==> src/rtl/core/isc_pkg.sv <==
`default_nettype none
// ----------------------------------------------------------------------------
// isc_pkg: shared types and constants of the integral speed controller
// Field widths, register indexes and the structures that pass between the
// configuration registers, the update logic and the top level.
// ----------------------------------------------------------------------------
package isc_pkg;

	// Fraction bits of the scaled accumulator (Q17.16).
	localparam int FRAC_BITS = 16;

	typedef logic                motor_t;
	typedef logic signed [15:0] speed_t;
	typedef logic signed [16:0] drive_t;
	typedef logic        [23:0] gain_t;
	typedef logic        [15:0] limit_t;
	typedef logic signed [33:0] acc_t;
	typedef logic        [1:0]  cfg_idx_t;
	typedef logic        [23:0] cfg_data_t;

	// Configuration register indexes.
	typedef enum logic [1:0] {
		REG_TARGET_FIRST  = 2'd0,
		REG_TARGET_SECOND = 2'd1,
		REG_INTEGRAL_GAIN = 2'd2,
		REG_DRIVE_LIMIT   = 2'd3
	} reg_idx_t;

	// Current contents of the configuration registers.
	typedef struct packed {
		speed_t target_first;
		speed_t target_second;
		gain_t  integral_gain;
		limit_t drive_limit;
	} cfg_t;

	// One speed sample held in the input stage.
	typedef struct packed {
		motor_t motor_index;
		speed_t measured_speed;
	} item_t;

	// Outcome of one accumulator update.
	typedef struct packed {
		logic   acc_we;
		logic   clear;
		acc_t   acc_next;
		drive_t drive;
	} step_res_t;

endpackage
`default_nettype wire

==> src/rtl/core/isc_if.sv <==
`default_nettype none
// ----------------------------------------------------------------------------
// isc_if: request channels of the integral speed controller
// Valid/ready channels for speed samples and for drive results.
// ----------------------------------------------------------------------------
interface isc_in_if;
	logic            valid;
	logic            ready;
	isc_pkg::motor_t motor_index;
	isc_pkg::speed_t measured_speed;

	modport source(output valid, output motor_index, output measured_speed, input ready);
	modport sink(input valid, input motor_index, input measured_speed, output ready);
endinterface

interface isc_out_if;
	logic            valid;
	logic            ready;
	isc_pkg::motor_t result_motor;
	isc_pkg::drive_t drive_output;

	modport source(output valid, output result_motor, output drive_output, input ready);
	modport sink(input valid, input result_motor, input drive_output, output ready);
endinterface
`default_nettype wire

==> src/rtl/core/isc_cfg_regs.sv <==
`default_nettype none
// ----------------------------------------------------------------------------
// isc_cfg_regs: configuration registers
// Holds the two motor targets, the integral gain and the output limit.
// ----------------------------------------------------------------------------
module isc_cfg_regs (
	input  wire logic               clk,
	input  wire logic               arst_n,
	input  wire logic               cfg_we,
	input  wire isc_pkg::cfg_idx_t  cfg_index,
	input  wire isc_pkg::cfg_data_t cfg_data,
	output isc_pkg::cfg_t           cfg
);

	isc_pkg::cfg_t cfg_q;

	// Register writes; all registers reset to zero.
	always_ff @(posedge clk or negedge arst_n) begin
		if (!arst_n) begin
			cfg_q <= '0;
		end else if (cfg_we) begin
			case (isc_pkg::reg_idx_t'(cfg_index))
				isc_pkg::REG_TARGET_FIRST: begin
					cfg_q.target_first <= isc_pkg::speed_t'(cfg_data[15:0]);
				end
				isc_pkg::REG_TARGET_SECOND: begin
					cfg_q.target_second <= isc_pkg::speed_t'(cfg_data[15:0]);
				end
				isc_pkg::REG_INTEGRAL_GAIN: begin
					cfg_q.integral_gain <= cfg_data;
				end
				isc_pkg::REG_DRIVE_LIMIT: begin
					cfg_q.drive_limit <= cfg_data[15:0];
				end
				default: begin
					cfg_q <= cfg_q;
				end
			endcase
		end
	end

	assign cfg = cfg_q;

endmodule
`default_nettype wire

==> src/rtl/core/isc_step.sv <==
`default_nettype none
// ----------------------------------------------------------------------------
// isc_step: accumulator update for one speed sample
// Adds gain times error to the motor's accumulator, clamps the sum to the
// band given by the target's sign and takes the integer part as the drive.
// ----------------------------------------------------------------------------
module isc_step (
	input  wire isc_pkg::item_t  item,
	input  wire logic            motor_ok,
	input  wire isc_pkg::acc_t   acc_cur,
	input  wire isc_pkg::cfg_t   cfg,
	output isc_pkg::step_res_t   res
);

	localparam int SUM_W = 43;

	isc_pkg::speed_t          target;
	logic signed [16:0]       err;
	logic signed [41:0]       prod;
	logic signed [SUM_W-1:0]  sum;
	logic signed [SUM_W-1:0]  lim;
	logic signed [SUM_W-1:0]  clamped;
	logic        [SUM_W-1:0]  mag;
	logic        [15:0]       int_mag;

	always_comb begin
		// Pick the target and form the error at 17 bits, so it cannot wrap.
		target  = item.motor_index ? cfg.target_second : cfg.target_first;
		err     = {target[15], target} - {item.measured_speed[15], item.measured_speed};
		prod    = $signed({1'b0, cfg.integral_gain}) * err;
		sum     = {{(SUM_W - 34){acc_cur[33]}}, acc_cur} + {prod[41], prod};
		lim     = $signed({11'b0, cfg.drive_limit, 16'b0});

		// Clamp to [0, limit] for a non-negative target, [-limit, 0] otherwise.
		if (!target[15]) begin
			if (sum > lim) begin
				clamped = lim;
			end else if (sum < 0) begin
				clamped = '0;
			end else begin
				clamped = sum;
			end
		end else begin
			if (sum < -lim) begin
				clamped = -lim;
			end else if (sum > 0) begin
				clamped = '0;
			end else begin
				clamped = sum;
			end
		end

		// Integer part, truncated toward zero; the magnitude stays below 2^32.
		mag     = clamped[SUM_W-1] ? SUM_W'(-clamped) : SUM_W'(clamped);
		int_mag = mag[isc_pkg::FRAC_BITS +: 16];

		res.clear    = (target == '0) || (cfg.integral_gain == '0);
		res.acc_we   = motor_ok;
		if (!motor_ok || res.clear) begin
			res.acc_next = '0;
			res.drive    = '0;
		end else begin
			res.acc_next = clamped[33:0];
			res.drive    = clamped[SUM_W-1] ? -$signed({1'b0, int_mag})
			                                : $signed({1'b0, int_mag});
		end
	end

endmodule
`default_nettype wire

==> src/rtl/core/integral_speed_controller.sv <==
`default_nettype none
// ----------------------------------------------------------------------------
// integral_speed_controller: pure-integral speed loop for several motors
// Speed samples come in on the sample channel (motor_index, measured_speed);
// one drive value per sample leaves on the drive channel (result_motor,
// drive_output), in sample order. Targets, gain and limit are written through
// cfg_we/cfg_index/cfg_data; the user must write them only while no sample
// is in flight, as the block does not enforce it. An accepted sample is
// captured in the input stage; then the motor's accumulator is updated and
// the result register is loaded, which offers the result. One sample is
// accepted per cycle while results are taken; the rate is set by the single
// multiply, add and clamp between the input stage and the result register.
// Reset clears the accumulators of all motors, the configuration registers
// and both valid flags; no clearing pass is needed.
// When the receiver stalls, the result waits in its register and one further
// sample may sit in the input stage; the sample channel then drops ready
// until the result is taken.
// ----------------------------------------------------------------------------
module integral_speed_controller #(
	parameter int MOTORS = 2
) (
	input  wire logic               clk,
	input  wire logic               arst_n,
	isc_in_if.sink                  sample,
	isc_out_if.source               drive,
	input  wire logic               cfg_we,
	input  wire isc_pkg::cfg_idx_t  cfg_index,
	input  wire isc_pkg::cfg_data_t cfg_data
);

	isc_pkg::cfg_t      cfg;
	isc_pkg::item_t     item_s1;
	logic               valid_s1;
	isc_pkg::acc_t      acc_q [MOTORS];
	isc_pkg::acc_t      acc_cur;
	logic               motor_ok;
	logic               adv;
	logic [MOTORS-1:0]  acc_upd;
	isc_pkg::step_res_t st;
	logic               res_valid_q;
	isc_pkg::motor_t    res_motor_q;
	isc_pkg::drive_t    res_drive_q;

	isc_cfg_regs u_cfg (
		.clk       (clk),
		.arst_n    (arst_n),
		.cfg_we    (cfg_we),
		.cfg_index (cfg_index),
		.cfg_data  (cfg_data),
		.cfg       (cfg)
	);

	// The result register moves when empty or when its request is taken.
	assign adv          = !res_valid_q || drive.ready;
	assign sample.ready = !valid_s1 || adv;

	// Input stage.
	always_ff @(posedge clk or negedge arst_n) begin
		if (!arst_n) begin
			valid_s1 <= 1'b0;
		end else if (sample.ready) begin
			valid_s1 <= sample.valid;
		end
	end

	always_ff @(posedge clk) begin
		if (sample.ready && sample.valid) begin
			item_s1.motor_index    <= sample.motor_index;
			item_s1.measured_speed <= sample.measured_speed;
		end
	end

	// Select the accumulator of the sample's motor.
	always_comb begin
		motor_ok = int'(item_s1.motor_index) < MOTORS;
		acc_cur  = '0;
		for (int i = 0; i < MOTORS; i++) begin
			if (int'(item_s1.motor_index) == i) begin
				acc_cur = acc_q[i];
			end
		end
	end

	isc_step u_step (
		.item     (item_s1),
		.motor_ok (motor_ok),
		.acc_cur  (acc_cur),
		.cfg      (cfg),
		.res      (st)
	);

	// Accumulator bank, one register per motor, written back as the result register loads.
	for (genvar i = 0; i < MOTORS; i++) begin : g_acc
		assign acc_upd[i] = adv && valid_s1 && st.acc_we && (int'(item_s1.motor_index) == i);

		always_ff @(posedge clk or negedge arst_n) begin
			if (!arst_n) begin
				acc_q[i] <= '0;
			end else if (acc_upd[i]) begin
				acc_q[i] <= st.acc_next;
			end
		end
	end

	// Result register.
	always_ff @(posedge clk or negedge arst_n) begin
		if (!arst_n) begin
			res_valid_q <= 1'b0;
		end else if (adv) begin
			res_valid_q <= valid_s1;
		end
	end

	always_ff @(posedge clk) begin
		if (adv && valid_s1) begin
			res_motor_q <= item_s1.motor_index;
			res_drive_q <= st.drive;
		end
	end

	assign drive.valid        = res_valid_q;
	assign drive.result_motor = res_motor_q;
	assign drive.drive_output = res_drive_q;

`ifndef SYNTH
	// A sample in the input stage reaches the result register when it moves.
	a_stage_to_result: assert property (@(posedge clk) disable iff (!arst_n)
		(adv && valid_s1) |=> res_valid_q)
		else $error("sample in input stage did not reach the result register");

	// Sample ready drops only with both stages full and the result stalled.
	a_ready_low: assert property (@(posedge clk) disable iff (!arst_n)
		!sample.ready |-> (valid_s1 && res_valid_q && !drive.ready))
		else $error("sample channel stalled without a stalled result");

	// A zero target or zero gain leaves the motor's accumulator cleared.
	for (genvar i = 0; i < MOTORS; i++) begin : g_chk
		a_clear: assert property (@(posedge clk) disable iff (!arst_n)
			(acc_upd[i] && st.clear) |=> (acc_q[i] == '0))
			else $error("accumulator not cleared on zero target or gain");
	end
`endif

endmodule
`default_nettype wire
==> src/flat_wrapper.sv <==
// flat-port wrapper written by rule: the top's interface ports become plain ports
module integral_speed_controller_flat 
#(
	parameter int MOTORS = 2
)
  (clk, arst_n, cfg_we, cfg_index, cfg_data, sample_valid, sample_motor_index, sample_measured_speed, sample_ready, drive_valid, drive_result_motor, drive_drive_output, drive_ready);
  isc_in_if sample_i ();
  isc_out_if drive_i ();
  input  wire logic clk;
  input  wire logic arst_n;
  input  wire logic cfg_we;
  input  wire isc_pkg::cfg_idx_t cfg_index;
  input  wire isc_pkg::cfg_data_t cfg_data;
  input wire logic [$bits(sample_i.valid)-1:0] sample_valid;
  input wire logic [$bits(sample_i.motor_index)-1:0] sample_motor_index;
  input wire logic [$bits(sample_i.measured_speed)-1:0] sample_measured_speed;
  output wire logic [$bits(sample_i.ready)-1:0] sample_ready;
  output wire logic [$bits(drive_i.valid)-1:0] drive_valid;
  output wire logic [$bits(drive_i.result_motor)-1:0] drive_result_motor;
  output wire logic [$bits(drive_i.drive_output)-1:0] drive_drive_output;
  input wire logic [$bits(drive_i.ready)-1:0] drive_ready;
  assign sample_i.valid = sample_valid;
  assign sample_i.motor_index = sample_motor_index;
  assign sample_i.measured_speed = sample_measured_speed;
  assign sample_ready = sample_i.ready;
  assign drive_valid = drive_i.valid;
  assign drive_result_motor = drive_i.result_motor;
  assign drive_drive_output = drive_i.drive_output;
  assign drive_i.ready = drive_ready;
  integral_speed_controller #(.MOTORS(MOTORS)) u_core (.clk(clk), .arst_n(arst_n), .sample(sample_i), .drive(drive_i), .cfg_we(cfg_we), .cfg_index(cfg_index), .cfg_data(cfg_data));
endmodule
==> config.mk <==
export PLATFORM = sky130hd
export DESIGN_NAME = integral_speed_controller_flat
export DESIGN_NICKNAME = d
export VERILOG_FILES = /design/src/rtl/core/isc_pkg.sv /design/src/rtl/core/isc_if.sv /design/src/rtl/core/isc_cfg_regs.sv /design/src/rtl/core/isc_step.sv /design/src/rtl/core/integral_speed_controller.sv /design/src/flat_wrapper.sv
export SDC_FILE = /design/constraint.sdc
export NUM_CORES = 1
export LEC_CHECK = 0
export CORE_UTILIZATION = 48
export CTS_CLUSTER_DIAMETER = 120
export DETAILED_ROUTE_END_ITERATION = 8
export DONT_BUFFER_PORTS = 1
export PLACE_DENSITY = 0.69
export SETUP_SLACK_MARGIN = 0.2
export SLEW_MARGIN = 10
export SYNTH_ARGS = -nofsm -noshare
export SYNTH_HDL_FRONTEND = slang
export SYNTH_SLANG_ARGS = --single-unit
==> constraint.sdc <==
create_clock -name clk -period 18.1 [get_ports clk]
set_input_delay 3.62 -clock clk [delete_from_list [all_inputs] [get_ports clk]]
set_output_delay 3.62 -clock clk [all_outputs]
set_load 0.005 [all_outputs]
Word level (Yosys, flattened, before mapping)
Index checks and enable logic that the tools add are counted.

cells by class
  bitwise gates (word level) = 2
  multipliers = 1
  eq/ne operators = 3
  shift-type cells = 0
  reduce and logical (&&, ||, !) cells = 17
  $add $sub $neg = 5
  multiplexer cells = 10
  divide/modulo/power cells = 0
  order comparisons = 4

operators by type and width
  kind                 count
  $mux 43              5
  $mux 51              1
  $add 34x42->43       1
  $gt 43x1->1 const B  1
  $gt 43x33->1         1
  $lt 43x1->1 const B  1
  $lt 43x43->1         1
  $neg 32->43          1
  $mul 25x17->42       1
  $mux 34              1
  $mux 32              1
  $neg 32->32          1
  $logic_not 24->1     1
  $mux 17              1
  $neg 16->17          1
  $sub 16x16->17       1
  $logic_not 16->1     1
  $mux 16              1
  $reduce_and 2->1     4
  $eq 2x2->1 const B   2
  $logic_and 1x1->1    4
  $logic_or 1x1->1     3
  $eq 2x1->1 const B   1
  $logic_not 1->1      2
  3 further kinds      4

storage, ports and cells
  latch bits = 0
  memories = 0
  word-level logic and storage cells = 55
  bits in writable memories = 0
  memory bits (read-only) = 0
  output and inout bits = 20
  register bits = 177
  input bits = 48

Logic depth before layout (Yosys ltp)
Gate-level depths: netlist (run 1).

  depth after elaboration = 13
  mapped depth = 64
  depth with buffers taken out = 59

Cells and area by module
From an unflattened synthesis (run 1), not the netlist that was laid out.

second synthesis, totals
  cell total of the unflattened synthesis = 2832
  area, all modules = 26335.3 sq um

modules (own cells, without submodules)
  module                     sequential area each (sq um)  cells each  area an instance (sq um)  times used
  isc_step                   0.0                           2451        19521.2                   1
  integral_speed_controller  2802.7                        228         4097.7                    1
  isc_cfg_regs               1801.7                        153         2716.4                    1

Least setup slack after synthesis (run 1)
Ideal clock, no wire load.

  kind = register to register
  start point = register u_core.item_s1[16] (netlist name)
  end point = register u_core.res_drive_q[11], in the netlist u_core.drive.drive_output[11] (data pin)
  setup time = 0.266 ns
  clock period less this slack = 13.315 ns
  setup slack = 4.785 ns
  cell stages (with the launch flop) = 56
  arrival = 13.049 ns
  buffers on the path = 4
  data required time = 17.834 ns
  cells stage by stage = edfxtp_1 buf_2 clkbuf_1 mux2_2 ha_1 a221oi_1 nor2b_1 o21ai_0 a21boi_0 o21ai_0 a21boi_0 o21ai_0 nand2b_1 and2_1 o21ai_0 nand2b_1 a21o_1 a21o_1 (+20 left out) and4_1 nand3_1 nor3_1 nand4_1 or4_1 o21ai_0 nand2_1 or4_4 o21ai_4 buf_4 a222oi_1 buf_4 a41oi_1 mux2_2 or4_4 nor3b_2 xor2_1 nor2_1

on the way
  word-level cells in the longest chain between the ends = 12
  elaborated cells on any way between the ends = 20
  classes of those cells = add/sub (4); mul (1); order compare (4); mux (9); reduce/logical (2)

ends and longest elaborated chain
  element                                     RTL line                          source
  start, declared                             integral_speed_controller.sv:32   isc_pkg::item_t item_s1;
  $mux 16                                     isc_step.sv:28                    target = item.motor_index ? cfg.target_second : cfg.target_first;
  $sub 16x16->17                              isc_step.sv:29                    err = {target[15], target} - {item.measured_speed[15], item.measured_speed};
  $mul 25x17->42                              isc_step.sv:30                    prod = $signed({1'b0, cfg.integral_gain}) * err;
  $add 34x42->43                              isc_step.sv:31                    sum = {{(SUM_W - 34){acc_cur[33]}}, acc_cur} + {prod[41], prod};
  $lt 43x1->1 or $gt 43x1->1 (tied branches)  isc_step.sv:38, isc_step.sv:46
  $mux 43 (on tied branches)                  isc_step.sv:38, isc_step.sv:46
  $mux 43 (on tied branches)                  isc_step.sv:36, isc_step.sv:44
  $mux 43                                     isc_step.sv:35                    if (!target[15]) begin
  $neg 32->32                                 isc_step.sv:54                    mag = clamped[SUM_W-1] ? SUM_W'(-clamped) : SUM_W'(clamped);
  $mux 32                                     isc_step.sv:54
  $neg 16->17                                 isc_step.sv:64                    res.drive = clamped[SUM_W-1] ? -$signed({1'b0, int_mag})
  $mux 17                                     isc_step.sv:64
  end signal, assigned                        integral_speed_controller.sv:117  res_drive_q <= st.drive;
  end, declared                               integral_speed_controller.sv:42   isc_pkg::drive_t res_drive_q;

Parallel ways exist; a longest one is shown, timed or not.
A chain may end at the register's enable or synchronous reset.

Worst setup path after layout (run 1)
  start point = register u_core.item_s1[16] (netlist name)
  end point = register u_core.res_drive_q[14], in the netlist u_core.drive.drive_output[14] (data pin)

Same word-level chain as after synthesis.

==> results.sh, run 1 <==
export IMPL_synth_warnings=0
export IMPL_critPathMaxFanout=25
export IMPL_pin_count=68
export IMPL_cts_path_max_buffers=2
export IMPL_endpoint_kind="flop"
export IMPL_grt_usage_pct=28.5
export IMPL_syn_nets=3469
export IMPL_synthToLayoutAreaGrowth_pct=4.97
export IMPL_wl_per_cell_um=21.3
export IMPL_portBuffers=0
export IMPL_numCtsBuffers=17
export IMPL_drtPass1Iterations=7
export IMPL_nFillCells=4828
export IMPL_syn_cell_area_um2=25900
export IMPL_hp_class="flop to flop"
export IMPL_outcome="finished, violations left"
export IMPL_wl_met1_um=32000
export IMPL_clk_latency_ns=0.48
export IMPL_failed_checks="DRC"
export IMPL_drt_iter0_drc=1525
export IMPL_core_area_um2=52900
export IMPL_yosysTopAreaCellShare_pct=28.8
export IMPL_setup_viol=0
export IMPL_layout_nets=3395
export IMPL_antenna_found_initial=6
export IMPL_dominantRegCellSynth="dfrtp_1"
export IMPL_hold_viol_final=0
export IMPL_cts_sinks=177
export IMPL_routed_wl_met3_um=4660
export IMPL_grt_pass1_wl_um=118000
export IMPL_max_cap_viol_count=0
export IMPL_worst_slew_pin_slew_ns=1.20
export IMPL_grt_setup_unrepaired="no"
export IMPL_final_common_cell="inv_1"
export IMPL_arrival_ns=16.52
export IMPL_drc_errors=2
export IMPL_die_area_um2=54800
export IMPL_initial_core_util_pct=48.9
export IMPL_ys_ff_latch=177
export IMPL_place_congestion=0.971
export IMPL_cp_start_kind="flop"
export IMPL_synth_async_sr_flop_share_pct=80.2
export IMPL_holdWs_ns=0.473
export IMPL_rows=84
export IMPL_netlist_top_cell_by_area="fa_1"
export IMPL_clkTransAtPathRegs_ns=0.07
export IMPL_seq_area_frac_synth_pct=17.8
export IMPL_drive_above_1_share_pct=8.78
export IMPL_max_stage_delay_ns=0.82
export IMPL_fin_crit_ns=16.29
export IMPL_fp_dieH_um=234
export IMPL_period_share_pct=90.0
export IMPL_maxSlewViolCount=0
export IMPL_tns_ns=0
export IMPL_syn_avg_cell_area_um2=9.07
export IMPL_wl_um=74100
export IMPL_vias_per_cell=5.73
export IMPL_cts_tree="yes"
export IMPL_grt_max_degree=143
export IMPL_synth_edf_count=35
export IMPL_path_class="flop to flop"
export IMPL_critPathSlowestCell="edfxtp_1"
export IMPL_crit_required_ns=18.32
export IMPL_h_tree_depth=4
export IMPL_synth_area_leaders="fa_1 (29%), dfrtp_1 (14%), ha_1 (9.6%)"
export IMPL_cts_hold_buffers=0
export IMPL_synth_cells=2850
export IMPL_first_global_vias=20800
export IMPL_num_vias=19900
export IMPL_finClkSkew_ns=0.0239
export IMPL_cts_resized=0
export IMPL_yosysUniqueCellTypes=97
export IMPL_slew_limit_headroom_pct=18.9
export IMPL_wl_met2_um=35500
export IMPL_postRouteAntennaNets=0
export IMPL_max_freq_ghz=0.0614
export IMPL_root_buffer="clkbuf_16"
export IMPL_final_cell_mix="inv_1 (536), nand2_1 (402), fa_1 (372), ha_1 (199), dfrtp_1 (142)"
export IMPL_post_cts_buffers=0
export IMPL_die_w_um=234
export IMPL_hpwl_um=57600
export IMPL_dr_max_layer_used="met5"
export IMPL_gr_total_overflow=0
state kept, by name, summed over array words and instances (netlist names):
register and flops:
u_core.acc_q 68, u_core.valid_s1 1, u_core.item_s1 17, u_core.drive.valid 1
u_core.drive.result_motor 1, u_core.u_cfg.cfg 72, u_core.drive.drive_output 17
Yosys cell counts, types with 6 or more instances:
cell and n:
xor2_1 26, a31oi_1 11, or4_1 11, mux2i_1 38
nand3b_1 6, nor4_1 18, a21o_1 12, a21oi_1 71
or2_2 20, nand4_1 29, a222oi_1 6, nand2b_1 60
nor3_1 26, or3_1 14, buf_2 12, and2_1 106
dfrtp_1 142, nand3_1 20, xnor2_1 39, fa_1 372
o31ai_1 29, mux2_2 100, buf_1 13, a21boi_0 9
clkbuf_1 106, ha_1 199, nand2_1 403, nor2_1 110
o21ai_1 12, edfxtp_1 35, o21a_1 12, inv_1 536
o21ai_0 94, nor2b_1 24
metal layers:
layer / up-vias / GRT usage (%)
met4: 6 / 8.32
met3: 118 / 5.27
met1: 10200 / 38.2
met2: 667 / 46.7
met5: - / 0
li1: 8894 / -
worst max-delay path, delay by kind of cell, from the launching register on:
| kind | cells | cell delay, ns |
|---|---|---|
| multiplexers | 3 | 1.01 |
| XOR/XNOR | 1 | 0.24 |
| flip-flops | 1 | 0.82 |
| adder cells (fa/ha/maj) | 9 | 4.22 |
| AO/OA/AOI/OAI | 20 | 5.46 |
| buffers and inverters | 7 | 1.40 |
| AND/OR/NAND/NOR | 16 | 2.83 |
worst paths after layout:
| path | start | end | slack, ns | cells after the start |
|---|---|---|---|---|
| min | u_core.acc_q[29]$_DFFE_PN0P_ | u_core.acc_q[29]$_DFFE_PN0P_ | 0.47 | 2 |
| min reg2reg | u_core.acc_q[29]$_DFFE_PN0P_ | u_core.acc_q[29]$_DFFE_PN0P_ | 0.47 | 2 |
| max in group asynchronous | arst_n | u_core.acc_q[22]$_DFFE_PN0P_ | 15.02 | 0 |
| max reg2reg | u_core.item_s1[16]$_DFFE_PP_ | u_core.drive.drive_output[14]$_SDFFCE_PP0P_ | 1.81 | 56 |
| min in group asynchronous | arst_n | u_core.u_cfg.cfg[19]$_DFFE_PN0P_ | 2.84 | 0 |
| max | u_core.item_s1[16]$_DFFE_PP_ | u_core.drive.drive_output[14]$_SDFFCE_PP0P_ | 1.81 | 56 |
final cells by class:
| cell class | instances | area, um2 | share of cell area (%) |
|---|---|---|---|
| timing repair buffer | 43 | 318 | 1.17 |
| tap | 688 | 861 | 3.17 |
| antenna | 4 | 10.0 | 0.0369 |
| multi-input combinational | 1998 | 18700 | 69.0 |
| inverter | 539 | 2020 | 7.46 |
| clock inverter | 15 | 164 | 0.604 |
| clock buffer | 17 | 425 | 1.57 |
| sequential | 177 | 4600 | 17.0 |
metrics by stage:
step	instances	utilization (%)	setup WS (ns)	cell area [um2]
2_1_floorplan	2850	-	4.78	25900
5_1_grt	3477	51.3	0.824	27100
4_1_cts	3475	51.3	1.61	27100
3_5_place_dp	3443	50.2	1.73	26500
6_report	3481	51.3	1.81	27100
3_3_place_gp	3443	50.2	2.12	26500
kinds of logic (layout without fill, tap and decap cells):
kind of cell	Yosys count	in the layout	synth area share, %
AO/OA/AOI/OAI	335	335	8.74
AND/OR/NAND/NOR	885	885	16.8
flip-flops	177	177	17.8
XOR/XNOR	66	66	2.29
adder cells (fa/ha/maj)	572	572	38.5
multiplexers	140	140	5.91
buffers and inverters	675	614	9.94
other	0	4	0
Power of run 1 is not shown: default switching activity piles up to over one toggle a cycle in this logic, so the estimate is an artifact.
==> run 2, diff against run 1 <==
--- a/config.mk
+++ b/config.mk
@@ -5,11 +5,11 @@
 export SDC_FILE = /design/constraint.sdc
 export NUM_CORES = 1
 export LEC_CHECK = 0
+export BUFFER_PORTS_ARGS = -buffer_cell sky130_fd_sc_hd__buf_2
 export CORE_UTILIZATION = 48
 export CTS_CLUSTER_DIAMETER = 120
 export DETAILED_ROUTE_END_ITERATION = 8
-export DONT_BUFFER_PORTS = 1
-export PLACE_DENSITY = 0.69
+export PLACE_DENSITY = 0.72
 export SETUP_SLACK_MARGIN = 0.2
 export SLEW_MARGIN = 10
 export SYNTH_ARGS = -nofsm -noshare
==> constraint.sdc (replaced) <==
create_clock -name clk -period 14.02 [get_ports clk]
set_input_delay 2.804 -clock clk [delete_from_list [all_inputs] [get_ports clk]]
set_output_delay 2.804 -clock clk [all_outputs]
set_load 0.005 [all_outputs]
==> run 2 against run 1 <==
Net effect:
- largest cell class unchanged
- design area is 7.4% higher
- the flow now finishes without violations
- worst setup slack worse by 1.1 ns
- worst hold slack better by 0.0012 ns
- highest routed layer unchanged
- die area stayed put
==> results.sh, run 2 (same netlist as run 1, synthesis figures left out) <==
export IMPL_outcome="finished clean"
export IMPL_endpoint_kind="flop"
export IMPL_clkTransAtPathRegs_ns=0.08
export IMPL_die_area_um2=54800
export IMPL_final_cell_mix="inv_1 (533), nand2_1 (397), fa_1 (369), ha_1 (182)"
export IMPL_num_vias=20900
export IMPL_r2r_start="u_core.item_s1[16]$_DFFE_PP_"
export IMPL_numCtsBuffers=17
export IMPL_finClkSkew_ns=0.0299
export IMPL_root_buffer="clkbuf_16"
export IMPL_hp_class="flop to flop"
export IMPL_cts_tree="yes"
export IMPL_grt_max_degree=84
export IMPL_setup_viol=0
export IMPL_grt_usage_pct=29.4
export IMPL_arrival_ns=13.58
export IMPL_maxSlewViolCount=0
export IMPL_h_tree_depth=4
export IMPL_period_share_pct=95.2
export IMPL_gr_total_overflow=0
export IMPL_nFillCells=4650
export IMPL_max_stage_delay_ns=0.59
export IMPL_cp_startpoint="u_core.item_s1[16]$_DFFE_PP_"
export IMPL_wl_per_cell_um=21.2
export IMPL_vias_per_cell=5.70
export IMPL_max_freq_ghz=0.0750
export IMPL_max_cap_viol_count=0
export IMPL_cts_path_max_buffers=2
export IMPL_multi_input_area_um2=19400
export IMPL_hold_viol_final=0
export IMPL_layout_nets=3576
export IMPL_hpwl_um=60300
export IMPL_critPathSlowestCell="or4_4"
export IMPL_antennaDiodeCount=0
export IMPL_crit_end="u_core.drive.drive_output[11]$_SDFFCE_PP0P_"
export IMPL_worst_slew_pin_slew_ns=1.23
export IMPL_slew_limit_headroom_pct=17.9
export IMPL_pin_count=68
export IMPL_place_congestion=0.983
export IMPL_grt_setup_unrepaired="no"
export IMPL_r2r_cells=58
export IMPL_cts_hold_buffers=0
export IMPL_grt_pass1_wl_um=122000
export IMPL_die_w_um=234
export IMPL_drtPass1Iterations=7
export IMPL_drt_iter0_drc=1821
export IMPL_fp_dieH_um=234
export IMPL_crit_required_ns=14.26
export IMPL_reg2reg_to="u_core.drive.drive_output[11]$_SDFFCE_PP0P_"
export IMPL_reg2reg_slack_ns=0.68
export IMPL_portBuffers=67
export IMPL_synthToLayoutAreaGrowth_pct=12.7
export IMPL_wl_um=77400
export IMPL_drc_errors=0
export IMPL_cts_sinks=177
export IMPL_seq_area_um2=4600
export IMPL_rows=84
export IMPL_clk_latency_ns=0.51
export IMPL_drive_above_1_share_pct=17.8
export IMPL_cp_start_kind="flop"
export IMPL_postRouteAntennaNets=0
export IMPL_path_class="flop to flop"
export IMPL_timing_critical_path_mode_cell="fa_1"
export IMPL_utilization_pct=55.1
export IMPL_initial_core_util_pct=48.9
export IMPL_fin_crit_ns=13.34
export IMPL_final_common_cell="inv_1"
export IMPL_first_global_vias=22100
export IMPL_critPathMaxFanout=15
export IMPL_core_area_um2=52900
export IMPL_antenna_found_initial=2
export IMPL_largest_reg_flops=72
## run 2: cell types whose count changed in the layout (fill, tap and decap cells not counted), moves of 6 or more
| cell | before | now |
|---|---|---|
| nor2_1 | 110 | 99 |
| a21oi_1 | 70 | 49 |
| buf_4 | 41 | 142 |
| o21ai_1 | 12 | 18 |
| buf_2 | 1 | 66 |
| a21boi_0 | 9 | 2 |
| ha_1 | 199 | 182 |
| nor2_2 | 0 | 9 |
| o21ai_0 | 94 | 79 |
| a21oi_4 | 0 | 6 |
| o21ai_2 | 1 | 7 |
| a21oi_2 | 6 | 21 |
| buf_6 | 0 | 11 |
| ha_4 | 0 | 12 |
## run 2: per-layer routing
metal | up-vias | track usage, % | part of all wire [%] | wire [um]
met4 | 4 | 10.9 | 3.9 | 2990
met1 | 10600 | 39.4 | 42 | 32600
met3 | 198 | 4.66 | 6.3 | 4870
met5 | - | 0 | 0.041 | 32
li1 | 9276 | - | - | -
met2 | 747 | 47.9 | 48 | 36900
## run 2: timing repair
item | in CTS | in global routing
endpoints found under the setup margin | 16 | 16
buffers inserted | 8 | 38
gates cloned | 0 | 0
pin swaps | 12 | 87
gates resized for setup | 42 | 132
## run 2: stage by stage
stage                     TNS [ns]  area (um2)  hold WS [ns]  instances  setup WS [ns]
after floorplan                  0       25900         0.421       2850          0.705
after global placement       -2.39       27400         0.456       3580         -0.329
after detailed placement     -6.32       27400         0.463       3580         -0.627
after CTS                        0       28200         0.481       3620          0.205
after global routing             0       29100         0.500       3658         0.0276
final                            0       29100         0.474       3658          0.679
## run 2: worst max-delay path, delay by kind of cell, from the launching register on
family	cells	cell delay, ns
and+or+nand+nor	18	3.85
adders and majority gates	9	3.85
AOI/OAI and AO/OA	19	3.09
buffers and inverters	9	1.17
DFF	1	0.50
xor gates and xnor gates	2	0.32
muxes	1	0.26
## run 2: worst min-delay path by stage
| stage | start | to | slack (ns) | cells after the start |
|---|---|---|---|---|
| final | u_core.acc_q[63]$_DFFE_PN0P_ | u_core.acc_q[63]$_DFFE_PN0P_ | 0.47 | 2 |
| after global placement | u_core.acc_q[27]$_DFFE_PN0P_ | u_core.acc_q[27]$_DFFE_PN0P_ | 0.46 | 2 |
| after detailed placement | u_core.acc_q[63]$_DFFE_PN0P_ | u_core.acc_q[63]$_DFFE_PN0P_ | 0.46 | 2 |
| after floorplan | u_core.item_s1[16]$_DFFE_PP_ | u_core.drive.result_motor$_DFFE_PP_ | 0.42 | 0 |
| after global routing | u_core.acc_q[37]$_DFFE_PN0P_ | u_core.acc_q[37]$_DFFE_PN0P_ | 0.50 | 2 |
| after CTS | u_core.acc_q[63]$_DFFE_PN0P_ | u_core.acc_q[63]$_DFFE_PN0P_ | 0.48 | 2 |
## run 2: area by class of cell
| class | count | share of cell area (%) |
|---|---|---|
| inverters | 539 | 6.94 |
| well taps | 688 | 2.95 |
| clock buffers | 17 | 1.46 |
| multi-input cells | 1998 | 66.7 |
| flip-flops and latches | 177 | 15.8 |
| clock inverters | 15 | 0.653 |
| repair buffers | 224 | 5.51 |
Power of run 2 is left out for the same reason.
==> run 3, diff against run 2 <==
--- a/config.mk
+++ b/config.mk
@@ -10,6 +10,7 @@
 export CTS_CLUSTER_DIAMETER = 120
 export DETAILED_ROUTE_END_ITERATION = 8
 export PLACE_DENSITY = 0.72
+export REMOVE_ABC_BUFFERS = 1
 export SETUP_SLACK_MARGIN = 0.2
 export SLEW_MARGIN = 10
 export SYNTH_ARGS = -nofsm -noshare
==> run 3 against run 2 <==
Net effect:
- routed wire length is 2.4% lower
- non-clock buffer count is 19 lower
- worst hold slack better by 0.0066 ns
- via count is 0.73% lower
- die area stayed put
- clock skew is 0.0050 ns lower
- core utilization is 0.69 points lower
- the run now ends with DRC left
- register-to-register slack hardly changed
- fmax hardly changed
- critical endpoint is now u_core.drive.drive_output[12]$_SDFFCE_PP0P_
==> results.sh, run 3 (same netlist as run 1, synthesis figures left out) <==
export IMPL_root_buffer="clkbuf_16"
export IMPL_clk_latency_ns=0.48
export IMPL_cp_start_kind="flop"
export IMPL_grt_pass1_wl_um=120000
export IMPL_nFillCells=4704
export IMPL_clkTransAtPathRegs_ns=0.08
export IMPL_critPathSlowestCell="or4_4"
export IMPL_cts_tree="yes"
export IMPL_finClkSkew_ns=0.0249
export IMPL_dpl_instance_area_um2=27500
export IMPL_setup_viol=0
export IMPL_critPathMaxFanout=20
export IMPL_drt_iter0_drc=1483
export IMPL_grt_max_degree=73
export IMPL_final_cell_mix="inv_1 (533), nand2_1 (399), fa_1 (371), ha_1 (186), dfrtp_1 (142)"
export IMPL_maxSlewViolCount=0
export IMPL_postRouteAntennaNets=0
export IMPL_synthToLayoutAreaGrowth_pct=11.3
export IMPL_timing_critical_path_mode_cell="fa_1"
export IMPL_cts_hold_buffers=0
export IMPL_rows=84
export IMPL_die_w_um=234
export IMPL_core_area_um2=52900
export IMPL_first_global_vias=21800
export IMPL_die_area_um2=54800
export IMPL_pin_count=68
export IMPL_tns_ns=0
export IMPL_utilization_pct=54.4
export IMPL_initial_core_util_pct=48.9
export IMPL_portBuffers=67
export IMPL_num_vias=20700
export IMPL_largest_reg_flops=72
export IMPL_final_common_cell="inv_1"
export IMPL_holdWs_ns=0.481
export IMPL_fin_crit_ns=13.35
export IMPL_vias_per_cell=5.69
export IMPL_gr_total_overflow=0
export IMPL_antenna_found_initial=1
export IMPL_grt_setup_unrepaired="no"
export IMPL_h_tree_depth=4
export IMPL_antennaDiodeCount=0
export IMPL_drtPass1Iterations=9
export IMPL_fp_dieH_um=234
export IMPL_worst_slew_pin_slew_ns=1.14
export IMPL_layout_nets=3557
export IMPL_path_class="flop to flop"
export IMPL_period_share_pct=95.2
export IMPL_failed_checks="DRC"
export IMPL_slew_limit_headroom_pct=24.1
export IMPL_max_cap_viol_count=0
export IMPL_max_stage_delay_ns=0.59
export IMPL_endpoint_kind="flop"
export IMPL_numCtsBuffers=17
export IMPL_drive_above_1_share_pct=16.5
export IMPL_hold_viol_final=0
export IMPL_hpwl_um=59400
export IMPL_wl_um=75500
export IMPL_crit_required_ns=14.24
export IMPL_wl_per_cell_um=20.8
export IMPL_drc_errors=3
export IMPL_fin_area_um2=28800
export IMPL_place_congestion=0.995
export IMPL_cts_sinks=177
export IMPL_arrival_ns=13.58
export IMPL_max_freq_ghz=0.0749
export IMPL_hp_class="flop to flop"
export IMPL_cts_path_max_buffers=2
export IMPL_grt_usage_pct=28.7
export IMPL_outcome="finished, violations left"
## run 3: critical path, delay by kind of cell, from the launching register on
family,cells,cell delay (ns)
xor gates and xnor gates,1,0.17
DFF,1,0.43
AOI/OAI and AO/OA,20,3.10
buffers and inverters,8,1.01
muxes,2,0.66
adders and majority gates,10,4.23
and+or+nand+nor,18,3.46
## run 3: area by class of cell
type / instances / area (um2) / area share [%]
flip-flops and latches: 177 / 4600 / 16.0
multi-input cells: 1998 / 19200 / 66.9
clock inverters: 14 / 135 / 0.470
repair buffers: 205 / 1460 / 5.07
well taps: 688 / 861 / 2.99
clock buffers: 18 / 439 / 1.53
inverters: 539 / 2020 / 7.03
## run 3: worst paths after layout
path	from	to	slack (ns)	cells past startpoint
max in group asynchronous	arst_n	u_core.acc_q[32]$_DFFE_PN0P_	10.29	2
worst min register to register	u_core.acc_q[36]$_DFFE_PN0P_	u_core.acc_q[36]$_DFFE_PN0P_	0.48	2
worst max register to register	u_core.item_s1[16]$_DFFE_PP_	u_core.drive.drive_output[12]$_SDFFCE_PP0P_	0.67	59
worst min-delay path	u_core.acc_q[36]$_DFFE_PN0P_	u_core.acc_q[36]$_DFFE_PN0P_	0.48	2
min in group asynchronous	arst_n	u_core.acc_q[3]$_DFFE_PN0P_	2.32	1
worst max-delay path	u_core.item_s1[16]$_DFFE_PP_	u_core.drive.drive_output[12]$_SDFFCE_PP0P_	0.67	59
## run 3: layer usage
metal  GRT usage [%]  wire (um)
met1            36.2      30800
met2            49.5      37500
met3            4.18       4380
met4            10.8       2930
met5               0         13
## run 3: timing repair
item | CTS | global route
resized for setup | 34 | 92
pin swaps | 7 | 61
setup endpoints to repair | 14 | 16
gates cloned | 0 | 1
setup buffers | 11 | 13
## run 3: through the flow
stage          worst slack, ns  instances
4_1_cts                  0.210       3625
2_1_floorplan           -0.930       2714
3_5_place_dp            -0.618       3582
6_report                 0.668       3639
5_1_grt                  0.135       3639
3_3_place_gp           -0.0464       3582
Power of run 3 is left out for the same reason.
